## config.mk

```make
export PLATFORM = sky130hd
export DESIGN_NAME = signed_int_to_radix_digits_top
export DESIGN_NICKNAME = d
export VERILOG_FILES = /design/src/rtl/core/sitrd_pkg.sv /design/src/rtl/core/sitrd_div.sv /design/src/rtl/core/signed_int_to_radix_digits_top.sv
export VERILOG_INCLUDE_DIRS = /design/src /design/src/rtl/core
export SDC_FILE = /design/constraint.sdc
export NUM_CORES = 1
export LEC_CHECK = 0
export BUFFER_PORTS_ARGS = -buffer_cell sky130_fd_sc_hd__buf_2
export CORE_UTILIZATION = 34
export DETAILED_ROUTE_END_ITERATION = 8
export HOLD_SLACK_MARGIN = 0.15
export PLACE_DENSITY = 0.51
export REMOVE_ABC_BUFFERS = 1
export SYNTH_ARGS = -nofsm -noshare
export SYNTH_HDL_FRONTEND = slang
export SYNTH_SLANG_ARGS = --single-unit
```

## constraint.sdc

```tcl
create_clock -name clk_i -period 7.23 [get_ports clk_i]
set_clock_uncertainty 0.05 [all_clocks]
set_input_delay 0.723 -clock clk_i [delete_from_list [all_inputs] [get_ports clk_i]]
set_output_delay 0.723 -clock clk_i [all_outputs]
set_load 0.005 [all_outputs]
```

## src/rtl/core/signed_int_to_radix_digits_top_assert.svh

```systemverilog
// Assertion macros shared by the converter RTL.
`ifndef SIGNED_INT_TO_RADIX_DIGITS_TOP_ASSERT_SVH
`define SIGNED_INT_TO_RADIX_DIGITS_TOP_ASSERT_SVH

// Same-cycle implication, disabled while reset is asserted.
`define SITRD_ASSERT_IMP(lbl, clk, rst_n, ante, cons) \
  lbl: assert property (@(posedge clk) disable iff (!rst_n) (ante) |-> (cons)) \
    else $error("sitrd assertion failed");

// Next-cycle implication, disabled while reset is asserted.
`define SITRD_ASSERT_NXT(lbl, clk, rst_n, ante, cons) \
  lbl: assert property (@(posedge clk) disable iff (!rst_n) (ante) |=> (cons)) \
    else $error("sitrd assertion failed");

`endif

```

## src/rtl/core/sitrd_pkg.sv

```systemverilog
`default_nettype none

package sitrd_pkg;

  // Value and radix limits.
  localparam int VALUE_BITS = 32;
  localparam int MAX_RADIX  = 16;
  localparam int RADIX_BITS = 5;
  localparam int CHAR_BITS  = 8;
  localparam int ALPHA_BITS = 64;
  localparam int CFG_BITS   = 64;
  localparam int CFG_IDX_BITS = 2;

  // Digit remainder width and digit stack sizing.
  localparam int REM_BITS   = $clog2(MAX_RADIX);
  localparam int MAX_DIGITS = VALUE_BITS;
  localparam int DEPTH_BITS = $clog2(MAX_DIGITS + 1);
  localparam int SP_BITS    = $clog2(MAX_DIGITS);

  // Divider: quotient bits resolved per cycle and the padded dividend width.
  localparam int DIV_BITS   = 4;
  localparam int DIV_CYCLES = (VALUE_BITS + DIV_BITS - 1) / DIV_BITS;
  localparam int PAD_BITS   = DIV_CYCLES * DIV_BITS;
  localparam int CNT_BITS   = (DIV_CYCLES > 1) ? $clog2(DIV_CYCLES) : 1;

  // Register indexes.
  localparam logic [CFG_IDX_BITS-1:0] CFG_RADIX     = 2'd0;
  localparam logic [CFG_IDX_BITS-1:0] CFG_ALPHA_LOW = 2'd1;
  localparam logic [CFG_IDX_BITS-1:0] CFG_ALPHA_HI  = 2'd2;

  // Register reset values.
  localparam logic [RADIX_BITS-1:0] RADIX_RESET    = 5'd10;
  localparam logic [ALPHA_BITS-1:0] ALPHA_LO_RESET = 64'h3736353433323130;
  localparam logic [ALPHA_BITS-1:0] ALPHA_HI_RESET = 64'h6665646362613938;

  localparam logic [CHAR_BITS-1:0] MINUS_CHAR = 8'h2D;

  // Divider status seen by the sequencer.
  typedef struct packed {
    logic busy;
    logic done;
  } sitrd_div_stat_t;

endpackage

`default_nettype wire

```

## src/rtl/core/sitrd_div.sv

```systemverilog
`default_nettype none

// Iterative divider by a small radix: DIV_BITS quotient bits per cycle;
// done pulses for one cycle when the division ends.
module sitrd_div (
  input  wire logic                           clk_i,
  input  wire logic                           rst_ni,
  input  wire logic                           start_i,
  input  wire logic [sitrd_pkg::PAD_BITS-1:0] dividend_i,
  input  wire logic [sitrd_pkg::RADIX_BITS-1:0] divisor_i,
  output sitrd_pkg::sitrd_div_stat_t          stat_o,
  output logic      [sitrd_pkg::PAD_BITS-1:0] quotient_o,
  output logic      [sitrd_pkg::REM_BITS-1:0] remainder_o
);
  import sitrd_pkg::*;

  logic                  busy_q, busy_d;
  logic                  done_q, done_d;
  logic [CNT_BITS-1:0]   cnt_q, cnt_d;
  logic [PAD_BITS-1:0]   num_q, num_d;
  logic [REM_BITS-1:0]   rem_q, rem_d;
  logic [RADIX_BITS-1:0] div_q, div_d;
  logic [REM_BITS-1:0]   rem_step;
  logic [DIV_BITS-1:0]   q_step;

  // Restoring division over DIV_BITS dividend bits, most significant first.
  always_comb begin
    logic [REM_BITS:0] t;
    rem_step = rem_q;
    q_step   = '0;
    for (int j = 0; j < DIV_BITS; j++) begin
      t = {rem_step, num_q[PAD_BITS-1-j]};
      if (t >= div_q) begin
        t = t - (REM_BITS + 1)'(div_q);
        q_step[DIV_BITS-1-j] = 1'b1;
      end
      rem_step = t[REM_BITS-1:0];
    end
  end

  // Sequencing of one division.
  always_comb begin
    busy_d = busy_q;
    done_d = 1'b0;
    cnt_d  = cnt_q;
    num_d  = num_q;
    rem_d  = rem_q;
    div_d  = div_q;
    if (start_i) begin
      busy_d = 1'b1;
      cnt_d  = '0;
      num_d  = dividend_i;
      rem_d  = '0;
      div_d  = divisor_i;
    end else if (busy_q) begin
      num_d = {num_q[PAD_BITS-DIV_BITS-1:0], q_step};
      rem_d = rem_step;
      cnt_d = cnt_q + 1'b1;
      if (cnt_q == CNT_BITS'(DIV_CYCLES - 1)) begin
        busy_d = 1'b0;
        done_d = 1'b1;
      end
    end
  end

  always_ff @(posedge clk_i or negedge rst_ni) begin
    if (!rst_ni) begin
      busy_q <= 1'b0;
      done_q <= 1'b0;
      cnt_q  <= '0;
    end else begin
      busy_q <= busy_d;
      done_q <= done_d;
      cnt_q  <= cnt_d;
    end
  end

  // Datapath registers need no reset.
  always_ff @(posedge clk_i) begin
    num_q <= num_d;
    rem_q <= rem_d;
    div_q <= div_d;
  end

  assign stat_o.busy  = busy_q;
  assign stat_o.done  = done_q;
  assign quotient_o   = num_q;
  assign remainder_o  = rem_q;

endmodule

`default_nettype wire

```

## src/rtl/core/signed_int_to_radix_digits_top.sv

```systemverilog
// Channel   Signals                                  Direction
// cfg       cfg_we_i, cfg_idx_i, cfg_wdata_i         in, write only
// in        in_valid_i, in_ready_o, value_i          in
// out       out_valid_o, out_ready_i, character_o,   out
//           last_o
//
// Each digit is one division in the shared divider, resolving 4 quotient
// bits at a time; then a minus sign, if any, and the n digits leave at one
// per cycle while the output is not stalled. in_ready_o is low from
// acceptance until the last character is loaded into the output register;
// a stalled output holds the sequencer. Reset is asynchronous and active low.
`default_nettype none

module signed_int_to_radix_digits_top (
  input  wire logic                               clk_i,
  input  wire logic                               rst_ni,
  input  wire logic                               cfg_we_i,
  input  wire logic [sitrd_pkg::CFG_IDX_BITS-1:0] cfg_idx_i,
  input  wire logic [sitrd_pkg::CFG_BITS-1:0]     cfg_wdata_i,
  input  wire logic                               in_valid_i,
  output logic                                    in_ready_o,
  input  wire logic signed [sitrd_pkg::VALUE_BITS-1:0] value_i,
  output logic                                    out_valid_o,
  input  wire logic                               out_ready_i,
  output logic      [sitrd_pkg::CHAR_BITS-1:0]    character_o,
  output logic                                    last_o
);
  import sitrd_pkg::*;

  typedef enum logic [1:0] {
    ST_IDLE,
    ST_DIV,
    ST_EMIT
  } state_e;

  state_e                state_q, state_d;
  logic                  sign_q, sign_d;
  logic [DEPTH_BITS-1:0] depth_q, depth_d;
  logic                  oval_q, oval_d;
  logic [CHAR_BITS-1:0]  char_q, char_d;
  logic                  last_q, last_d;

  logic [RADIX_BITS-1:0] radix_q;
  logic [ALPHA_BITS-1:0] alpha_lo_q;
  logic [ALPHA_BITS-1:0] alpha_hi_q;
  logic [RADIX_BITS-1:0] eff_radix;

  logic [REM_BITS-1:0]   stack_q [MAX_DIGITS];
  logic                  push;
  logic [DEPTH_BITS-1:0] top_idx;
  logic [REM_BITS-1:0]   top_digit;
  logic [2*ALPHA_BITS-1:0] alpha;

  logic                  accept;
  logic                  load_ok;
  logic [VALUE_BITS-1:0] raw;
  logic [VALUE_BITS-1:0] mag;
  logic                  div_start;
  logic [PAD_BITS-1:0]   div_dividend;
  sitrd_div_stat_t       div_stat;
  logic [PAD_BITS-1:0]   div_quot;
  logic [REM_BITS-1:0]   div_rem;

  // Configuration registers.
  always_ff @(posedge clk_i or negedge rst_ni) begin
    if (!rst_ni) begin
      radix_q    <= RADIX_RESET;
      alpha_lo_q <= ALPHA_LO_RESET;
      alpha_hi_q <= ALPHA_HI_RESET;
    end else if (cfg_we_i) begin
      unique case (cfg_idx_i)
        CFG_RADIX:     radix_q    <= cfg_wdata_i[RADIX_BITS-1:0];
        CFG_ALPHA_LOW: alpha_lo_q <= cfg_wdata_i;
        CFG_ALPHA_HI:  alpha_hi_q <= cfg_wdata_i;
        default: ;
      endcase
    end
  end

  // Radix clamped to the supported range.
  always_comb begin
    if (radix_q < RADIX_BITS'(2)) begin
      eff_radix = RADIX_BITS'(2);
    end else if (radix_q > RADIX_BITS'(MAX_RADIX)) begin
      eff_radix = RADIX_BITS'(MAX_RADIX);
    end else begin
      eff_radix = radix_q;
    end
  end

  // Magnitude of the input; the most negative value maps to 2^(VALUE_BITS-1).
  assign raw     = value_i;
  assign mag     = raw[VALUE_BITS-1] ? (VALUE_BITS'(0) - raw) : raw;
  assign accept  = in_valid_i && in_ready_o;
  assign load_ok = !oval_q || out_ready_i;

  // The divider starts on acceptance and again on each nonzero quotient while the digit stack has room.
  assign push         = (state_q == ST_DIV) && div_stat.done;
  assign div_start    = accept || (push && (div_quot != '0) &&
                        (depth_q != DEPTH_BITS'(MAX_DIGITS - 1)));
  assign div_dividend = accept ? PAD_BITS'(mag) : div_quot;

  sitrd_div u_div (
    .clk_i       (clk_i),
    .rst_ni      (rst_ni),
    .start_i     (div_start),
    .dividend_i  (div_dividend),
    .divisor_i   (eff_radix),
    .stat_o      (div_stat),
    .quotient_o  (div_quot),
    .remainder_o (div_rem)
  );

  // Digit stack: remainders pushed least significant first.
  always_ff @(posedge clk_i) begin
    if (push) begin
      stack_q[depth_q[SP_BITS-1:0]] <= div_rem;
    end
  end

  assign top_idx   = depth_q - 1'b1;
  assign top_digit = stack_q[top_idx[SP_BITS-1:0]];
  assign alpha     = {alpha_hi_q, alpha_lo_q};

  // Sequencer and output register.
  always_comb begin
    state_d = state_q;
    sign_d  = sign_q;
    depth_d = depth_q;
    oval_d  = oval_q;
    char_d  = char_q;
    last_d  = last_q;
    if (oval_q && out_ready_i) begin
      oval_d = 1'b0;
    end
    unique case (state_q)
      ST_IDLE: begin
        if (accept) begin
          sign_d  = raw[VALUE_BITS-1];
          depth_d = '0;
          state_d = ST_DIV;
        end
      end
      ST_DIV: begin
        if (push) begin
          depth_d = depth_q + 1'b1;
          if (!div_start) begin
            state_d = ST_EMIT;
          end
        end
      end
      ST_EMIT: begin
        if (load_ok) begin
          oval_d = 1'b1;
          if (sign_q) begin
            char_d = MINUS_CHAR;
            last_d = 1'b0;
            sign_d = 1'b0;
          end else begin
            char_d  = alpha[{top_digit, 3'b000} +: CHAR_BITS];
            last_d  = (depth_q == DEPTH_BITS'(1));
            depth_d = top_idx;
            if (depth_q == DEPTH_BITS'(1)) begin
              state_d = ST_IDLE;
            end
          end
        end
      end
      default: state_d = ST_IDLE;
    endcase
  end

  always_ff @(posedge clk_i or negedge rst_ni) begin
    if (!rst_ni) begin
      state_q <= ST_IDLE;
      sign_q  <= 1'b0;
      depth_q <= '0;
      oval_q  <= 1'b0;
      char_q  <= '0;
      last_q  <= 1'b0;
    end else begin
      state_q <= state_d;
      sign_q  <= sign_d;
      depth_q <= depth_d;
      oval_q  <= oval_d;
      char_q  <= char_d;
      last_q  <= last_d;
    end
  end

  assign in_ready_o  = (state_q == ST_IDLE);
  assign out_valid_o = oval_q;
  assign character_o = char_q;
  assign last_o      = last_q;

  // Checks on the sequencer and divider handoff.
  `include "signed_int_to_radix_digits_top_assert.svh"

  `SITRD_ASSERT_IMP(a_start_when_free, clk_i, rst_ni, div_start, !div_stat.busy)
  `SITRD_ASSERT_IMP(a_done_in_div, clk_i, rst_ni, div_stat.done, state_q == ST_DIV)
  `SITRD_ASSERT_IMP(a_emit_has_digits, clk_i, rst_ni, state_q == ST_EMIT, depth_q != '0)
  `SITRD_ASSERT_NXT(a_accept_starts, clk_i, rst_ni, accept, div_stat.busy)

endmodule

`default_nettype wire

```

# Yosys cells after proc, flatten, opt, wreduce, memory -nomap -nowiden
# Memory sizes are Yosys's and may differ from the RTL's.
# Cells that the tools add are included.
[totals]
mem_count = 1
wordCells = 112
inputBits = 103
ram_bits = 128
output_inout_bits = 11
regBits = 198
[memory_table]
columns = ["name", "words", "word_bits", "read_ports", "rd_ports_with_merged_regs", "write_ports", "line_no", "rtl"]
rows = [
  ["stack_q", 32, 4, 1, 0, 1, "signed_int_to_radix_digits_top.sv:48", "logic [REM_BITS-1:0] stack_q [MAX_DIGITS];"],
]
[classes]
n_addsub = 8
n_shift = 1
reduce_logical = 23
n_mux = 43
order_cmp = 6
n_eq_ne = 14
[op_table]
columns = ["operator", "n"]
rows = [
  ["2-to-1 mux 32 bit", 4],
  ["indexed part select 128 x 8 -> 8 bit", 1],
  ["nonzero test 32 bit", 1],
  ["subtractor 1 x 32 -> 32 bit, first input constant", 1],
  ["2-to-1 mux 6 bit", 4],
  ["greater-or-equal comparator 5 bit", 4],
  ["2-to-1 mux 1 bit", 18],
  ["case mux 6 bit (3 select lines)", 1],
  ["2-to-1 mux 4 bit", 4],
  ["subtractor 4 bit", 4],
  ["2-to-1 mux 2 bit", 6],
  ["!= test 2 bit, second input constant", 6],
  ["AND reduction 2 bit", 5],
  ["2-to-1 mux 8 bit", 1],
  ["adder 6 x 1 -> 6 bit, second input constant", 1],
  ["equality test 6 x 1 -> 1 bit, second input constant", 1],
  ["2-to-1 mux 3 bit", 2],
  ["!= test 6 x 5 -> 1 bit, second input constant", 1],
  ["case mux 2 bit (3 select lines)", 1],
  ["AND reduction 6 bit", 1],
  ["subtractor 6 x 1 -> 6 bit, second input constant", 1],
  ["> comparator 5 bit, second input constant", 1],
  ["logical AND 1 bit", 5],
  ["less-than comparator 5 x 2 -> 1 bit, second input constant", 1],
  ["15 further kinds", 20],
]

# Logic depth before layout (Yosys ltp)
[depth]
word_depth = 10
mapped_depth = 34
ltp_nobuf = 32

# Cells and area by module
# A second synthesis with hierarchy kept.
[unflattened]
cells_unflattened = 1252
hier_area_um2 = 16353.2
[by_module_without_submodules]
columns = ["module", "n_inst", "seq_area_each_um2", "area_each_um2", "cells_per_inst"]
rows = [
  ["signed_int_to_radix_digits_top", 1, 7719.9, 13574.3, 1029],
  ["sitrd_div", 1, 1316.3, 2778.9, 223],
]

# Worst setup path after synthesis
# OpenSTA, ideal clock, no wires.
[synth_timing]
path_kind = "register to register"
from = "register u_div.rem_q[0], in the netlist u_div.remainder_o[0]"
to = "register u_div.rem_q[3], in the netlist u_div.remainder_o[3]"
setup_time_ps = 86
arrival_time_ps = 6407
synth_period_minus_slack_ps = 6543
required_time_ps = 7094
path_buffers = 2
path_stages_with_launch = 31
slack_ps = 687
cell_sequence = "dfxtp_1 > ha_1 > a21o_1 > a21o_1 > a21o_1 > a211oi_1 > a21o_1 > inv_1 > ha_1 > nor2b_1 > o21ai_0 > a31oi_1 > o21ai_0 > nand2b_1 > clkbuf_1 > nor2b_1 > or2_2 > ha_1 > o21ai_0 > a31oi_1 > o21ai_0 > nand2b_1 > clkbuf_1 > mux2i_1 > ha_1 > a21o_1 > a21o_1 > a21o_1 > a21oi_1 > o311ai_0 > a211oi_1"
[synth_between]
elab_chain_len = 8
elab_cells_between_ends = 12
classes_between = "add/sub: 4; order compare: 4; mux: 4"
[synth_rtl]
columns = ["element", "line_no", "rtl"]
rows = [
  ["from (decl)", "sitrd_div.sv:21", "logic [REM_BITS-1:0] rem_q, rem_d;"],
  ["from (signal assigned)", "sitrd_div.sv:81", "rem_q <= rem_d;"],
  ["subtractor 4 bit or greater-or-equal comparator 5 bit (tied branches)", "sitrd_div.sv:34, sitrd_div.sv:33", ""],
  ["2-to-1 mux 4 bit *", "sitrd_div.sv:33", "if (t >= div_q) begin"],
  ["subtractor 4 bit or greater-or-equal comparator 5 bit (tied branches)", "sitrd_div.sv:34, sitrd_div.sv:33", ""],
  ["2-to-1 mux 4 bit *", "sitrd_div.sv:33", ""],
  ["greater-or-equal comparator 5 bit or subtractor 4 bit (tied branches)", "sitrd_div.sv:33, sitrd_div.sv:34", ""],
  ["2-to-1 mux 4 bit *", "sitrd_div.sv:33", ""],
  ["subtractor 4 bit or greater-or-equal comparator 5 bit (tied branches)", "sitrd_div.sv:34, sitrd_div.sv:33", ""],
  ["2-to-1 mux 4 bit *", "sitrd_div.sv:33", ""],
]
# Every way passes the cells marked *; elsewhere a longest branch is shown, timed or not.
# A chain may end at the register's enable or synchronous reset.

# Worst setup path after layout
[layout_timing]
from = "register u_div.div_q[1]"
to = "register u_div.rem_q[3], in the netlist u_div.remainder_o[3]"
[layout_between]
elab_chain_len = 8
elab_cells_between_ends = 12
classes_between = "add/sub: 4; order compare: 4; mux: 4"
[layout_rtl]
columns = ["element", "line_no", "rtl"]
rows = [
  ["from (decl)", "sitrd_div.sv:22", "logic [RADIX_BITS-1:0] div_q, div_d;"],
  ["from (signal assigned)", "sitrd_div.sv:82", "div_q <= div_d;"],
  ["subtractor 4 bit or greater-or-equal comparator 5 bit (tied branches)", "sitrd_div.sv:34, sitrd_div.sv:33", ""],
  ["2-to-1 mux 4 bit", "sitrd_div.sv:33", ""],
  ["subtractor 4 bit or greater-or-equal comparator 5 bit (tied branches)", "sitrd_div.sv:34, sitrd_div.sv:33", ""],
  ["2-to-1 mux 4 bit", "sitrd_div.sv:33", ""],
  ["greater-or-equal comparator 5 bit or subtractor 4 bit (tied branches)", "sitrd_div.sv:33, sitrd_div.sv:34", ""],
  ["2-to-1 mux 4 bit", "sitrd_div.sv:33", ""],
  ["subtractor 4 bit or greater-or-equal comparator 5 bit (tied branches)", "sitrd_div.sv:34, sitrd_div.sv:33", ""],
  ["2-to-1 mux 4 bit *", "sitrd_div.sv:33", ""],
]
# Marks and branches as above.

==> results.py <==
metrics = {
    "status": {
        "status": "finished, final reports clean",
    },
    "synthesis": {
        "yosysTopAreaCell": "edfxtp_1",
        "synth-seq-cells": 326,
        "synth_cell_types": 66,
        "ys_top_cells_by_area": "edfxtp_1, dfrtp_1, mux2_2",
        "async_flop_share_pct": 48.2,
        "synth_edf_count": 165,
        "synth_area_sq_mm": 0.0158,
        "ys_seq_area_share_pct": 57.2,
        "yosysWarningCount": 0,
        "synth_top_cell_area_share_pct": 31.4,
        "synth_area_per_cell_sq_um": 13.3,
        "synth_cells": 1186,
        "ys.flop_type": "edfxtp_1",
    },
    "routing": {
        "first_pass_iters": 5,
        "drt-total-wl_microns": 36900,
        "drcViolationCount": 0,
        "drt_iter0_markers": 590,
        "vias": 9897,
        "ant_nets": 0,
        "drt-wirelength-per-cell_microns": 19.2,
        "vias_per_cell": 5.16,
    },
    "finish": {
        "design_area_sq_mm": 0.0181,
        "fillCellCount": 4323,
        "finalNetCount": 1429,
        "multi_input_area_sq_mm": 0.00640,
        "layout_common_cells": "mux2_2, edfxtp_1, buf_2",
        "antenna_cells": 0,
        "final_common_cell": "mux2_2",
        "final_cells": 1918,
        "area_delta_synth_final_pct": 14.8,
        "regArea_sq_mm": 0.00904,
        "drive_gt1_share_pct": 33.8,
    },
    "power_and_ir_drop": {
        "power_density_mw_per_mm2": 479,
        "leakage_uw": 0.00698,
        "ir_drop_v": 0.000448,
    },
    "setup_path": {
        "cp_num_buf_inv": 3,
        "critPathMaxStageDelay_ps": 470,
        "crit_path_end_kind": "flop",
        "reg2reg_slack_ps": 540,
        "crit_type": "flop to flop",
        "cp.arrival_ps": 7100,
        "path_max_fanout": 9,
        "path_common_cell": "a21o_1",
        "worstSetupStartpointType": "flop",
        "path_delay_family": "compound AO/OA/AOI/OAI gates",
        "cp_slowest_cell": "edfxtp_1",
        "worst-endpoint-required_ps": 7640,
    },
    "global_route": {
        "grt_start_max_net_pins": 81,
        "grtUsageTotal_pct": 16.0,
        "grt_util_met2_pct": 25.7,
        "grt.busiest_layer": "met2",
        "antenna_found_initial": 3,
        "grt_pass1_vias": 10400,
        "grt-ovfl-total": 0,
        "grt_pass1_wl_microns": 59000,
        "grtUsageMet1_pct": 21.9,
        "grtUsageMet3_pct": 2.79,
    },
    "place": {
        "placedCellCount": 1850,
        "place.gp.congestion": 0.816,
        "place_area_sq_mm": 0.0170,
        "dp_hpwl_microns": 24300,
        "port-buffer-count": 113,
    },
    "die": {
        "rows": 78,
        "dieWidth_microns": 218,
        "io_pins": 114,
        "start_util_pct": 34.7,
        "die-area_sq_mm": 0.0473,
        "core_sq_mm": 0.0456,
        "die_h_microns": 218,
    },
    "clocking": {
        "cts_buffers": 38,
        "clock-sinks": 326,
        "cts_root_buffer": "clkbuf_16",
        "post_cts_buffers": 0,
        "hold_buffers": 0,
        "ctsLongestPathBuffers": 3,
        "htree_levels": 2,
        "cts_tree": "done",
        "worstSkewPairLatency_ps": 550,
        "path_clk_slew_ps": 60,
    },
    "sta": {
        "setup_viol": 0,
        "rsz0062_at_grt": "false",
        "final_hold_viol_count": 0,
        "period_needed_ps": 6690,
        "fmax_ghz": 0.149,
        "maxSlewHeadroom_pct": 21.2,
        "worst-slew-pin-transition_ps": 1180,
        "min_period_over_period_pct": 92.5,
        "slew_viol_final": 0,
    },
    "min_path": {
        "hold_class": "input port to asynchronous set/reset pin",
    },
    "job": {
        "cap_violations": 0,
    },
}
-- what timing repair did --
| item | in CTS | in global routing |
|---|---|---|
| gates cloned | 0 | 0 |
| setup endpoints to repair | 1 | 5 |
| gates resized for setup | 1 | 4 |
-- sequential cells by signal, summed over array words and instances (netlist names) --
| signal | flops |
|---|---|
| stack_q | 128 |
| alpha_hi_q | 64 |
| alpha_lo_q | 64 |
| u_div.quotient_o | 32 |
| character_o | 8 |
| depth_q | 6 |
| radix_q | 5 |
| u_div.div_q | 5 |
| u_div.remainder_o | 4 |
| u_div.cnt_q | 3 |
| state_q | 2 |
| last_o | 1 |
| out_valid_o | 1 |
| sign_q | 1 |
| u_div.busy_q | 1 |
| u_div.done_q | 1 |
-- synthesized netlist by cell type (5+ instances only) --
cell	number
mux2_2	167
edfxtp_1	165
dfrtp_1	99
nor2_1	78
nand2_1	77
mux2i_1	62
dfstp_2	58
clkbuf_1	41
o21ai_0	38
xor2_1	33
ha_1	32
a21oi_1	31
inv_1	29
mux4_2	25
nand3_1	16
nand4_1	14
a21o_1	12
buf_2	12
nand2b_1	11
nor4_1	11
or4_1	11
nor2b_1	10
xnor2_1	10
nor3_1	9
o31ai_1	9
nor3b_1	8
a2111oi_0	7
and3_1	7
a211oi_1	6
o22ai_1	6
a221oi_1	5
a32oi_1	5
o211ai_1	5
o221ai_1	5
or3_1	5
-- path summary, 6_finish.rpt --
check / to / cells after the start / startpoint
hold / removal: character_o[5] / 1 / rst_ni
setup / recovery: u_div.remainder_o[3] / 30 / u_div.div_q[1]
max in group asynchronous: alpha_hi_q[20] / 2 / rst_ni
setup reg to reg: u_div.remainder_o[3] / 30 / u_div.div_q[1]
min in group clk_i: alpha_hi_q[54] / 2 / cfg_wdata_i[54]
hold reg to reg: alpha_lo_q[47] / 1 / alpha_lo_q[47]
-- logic make-up (layout without fill, tap and decap cells) --
| logic type | count (synthesis) | count (layout) | share of synthesized area (%) |
|---|---|---|---|
| XOR/XNOR | 43 | 43 | 2.38 |
| flip-flops | 326 | 326 | 57.2 |
| AND/OR/NAND/NOR | 267 | 267 | 8.14 |
| buffers and inverters | 93 | 225 | 2.57 |
| AO/OA/AOI/OAI | 167 | 167 | 7.27 |
| multiplexers | 254 | 254 | 19.4 |
| adder cells (fa/ha/maj) | 36 | 36 | 3.04 |
-- stage by stage --
step,util [%],hold slack (ps),worst slack [ps],total power (uW),setup TNS (ps)
finish,39.8,195,541,8690,0
global route,39.8,233,35.8,9340,0
CTS,39.8,180,171,8740,0
detailed placement,37.3,441,-11.5,6870,-11.5
global placement,37.3,431,197,6800,0
floorplan,-,377,-1760,5880,-16510
-- area by class of cell --
cell class | instances | area share (%)
sequential | 326 | 49.8
multi-input combinational | 767 | 35.3
clock buffer | 54 | 5.91
tap | 600 | 4.14
timing repair buffer | 128 | 3.84
inverter | 29 | 0.600
clock inverter | 14 | 0.393
-- routing by layer --
layer | routed length (microns) | share of wire (%)
met1 | 16900 | 46
met2 | 17700 | 48
met4 | 784 | 2.1
met5 | 26 | 0.070
met3 | 1550 | 4.2
-- worst register-to-register path, delay by kind of cell (launching register included) --
kind,cells,cell delay [ps]
buf+inv,3,320
mux,2,640
compound gates,17,3310
simple gates,4,660
fa+ha+maj,4,1150
flops,1,470
-- power by group --
| part | switching, uW | internal, uW | leakage [uW] | total [uW] |
|---|---|---|---|---|
| clock network | 746 | 1030 | 0.000556 | 1780 |
| registers | 199 | 2510 | 0.00336 | 2710 |
| logic | 2360 | 1840 | 0.00306 | 4200 |
Power figures use the tool's default switching activity.
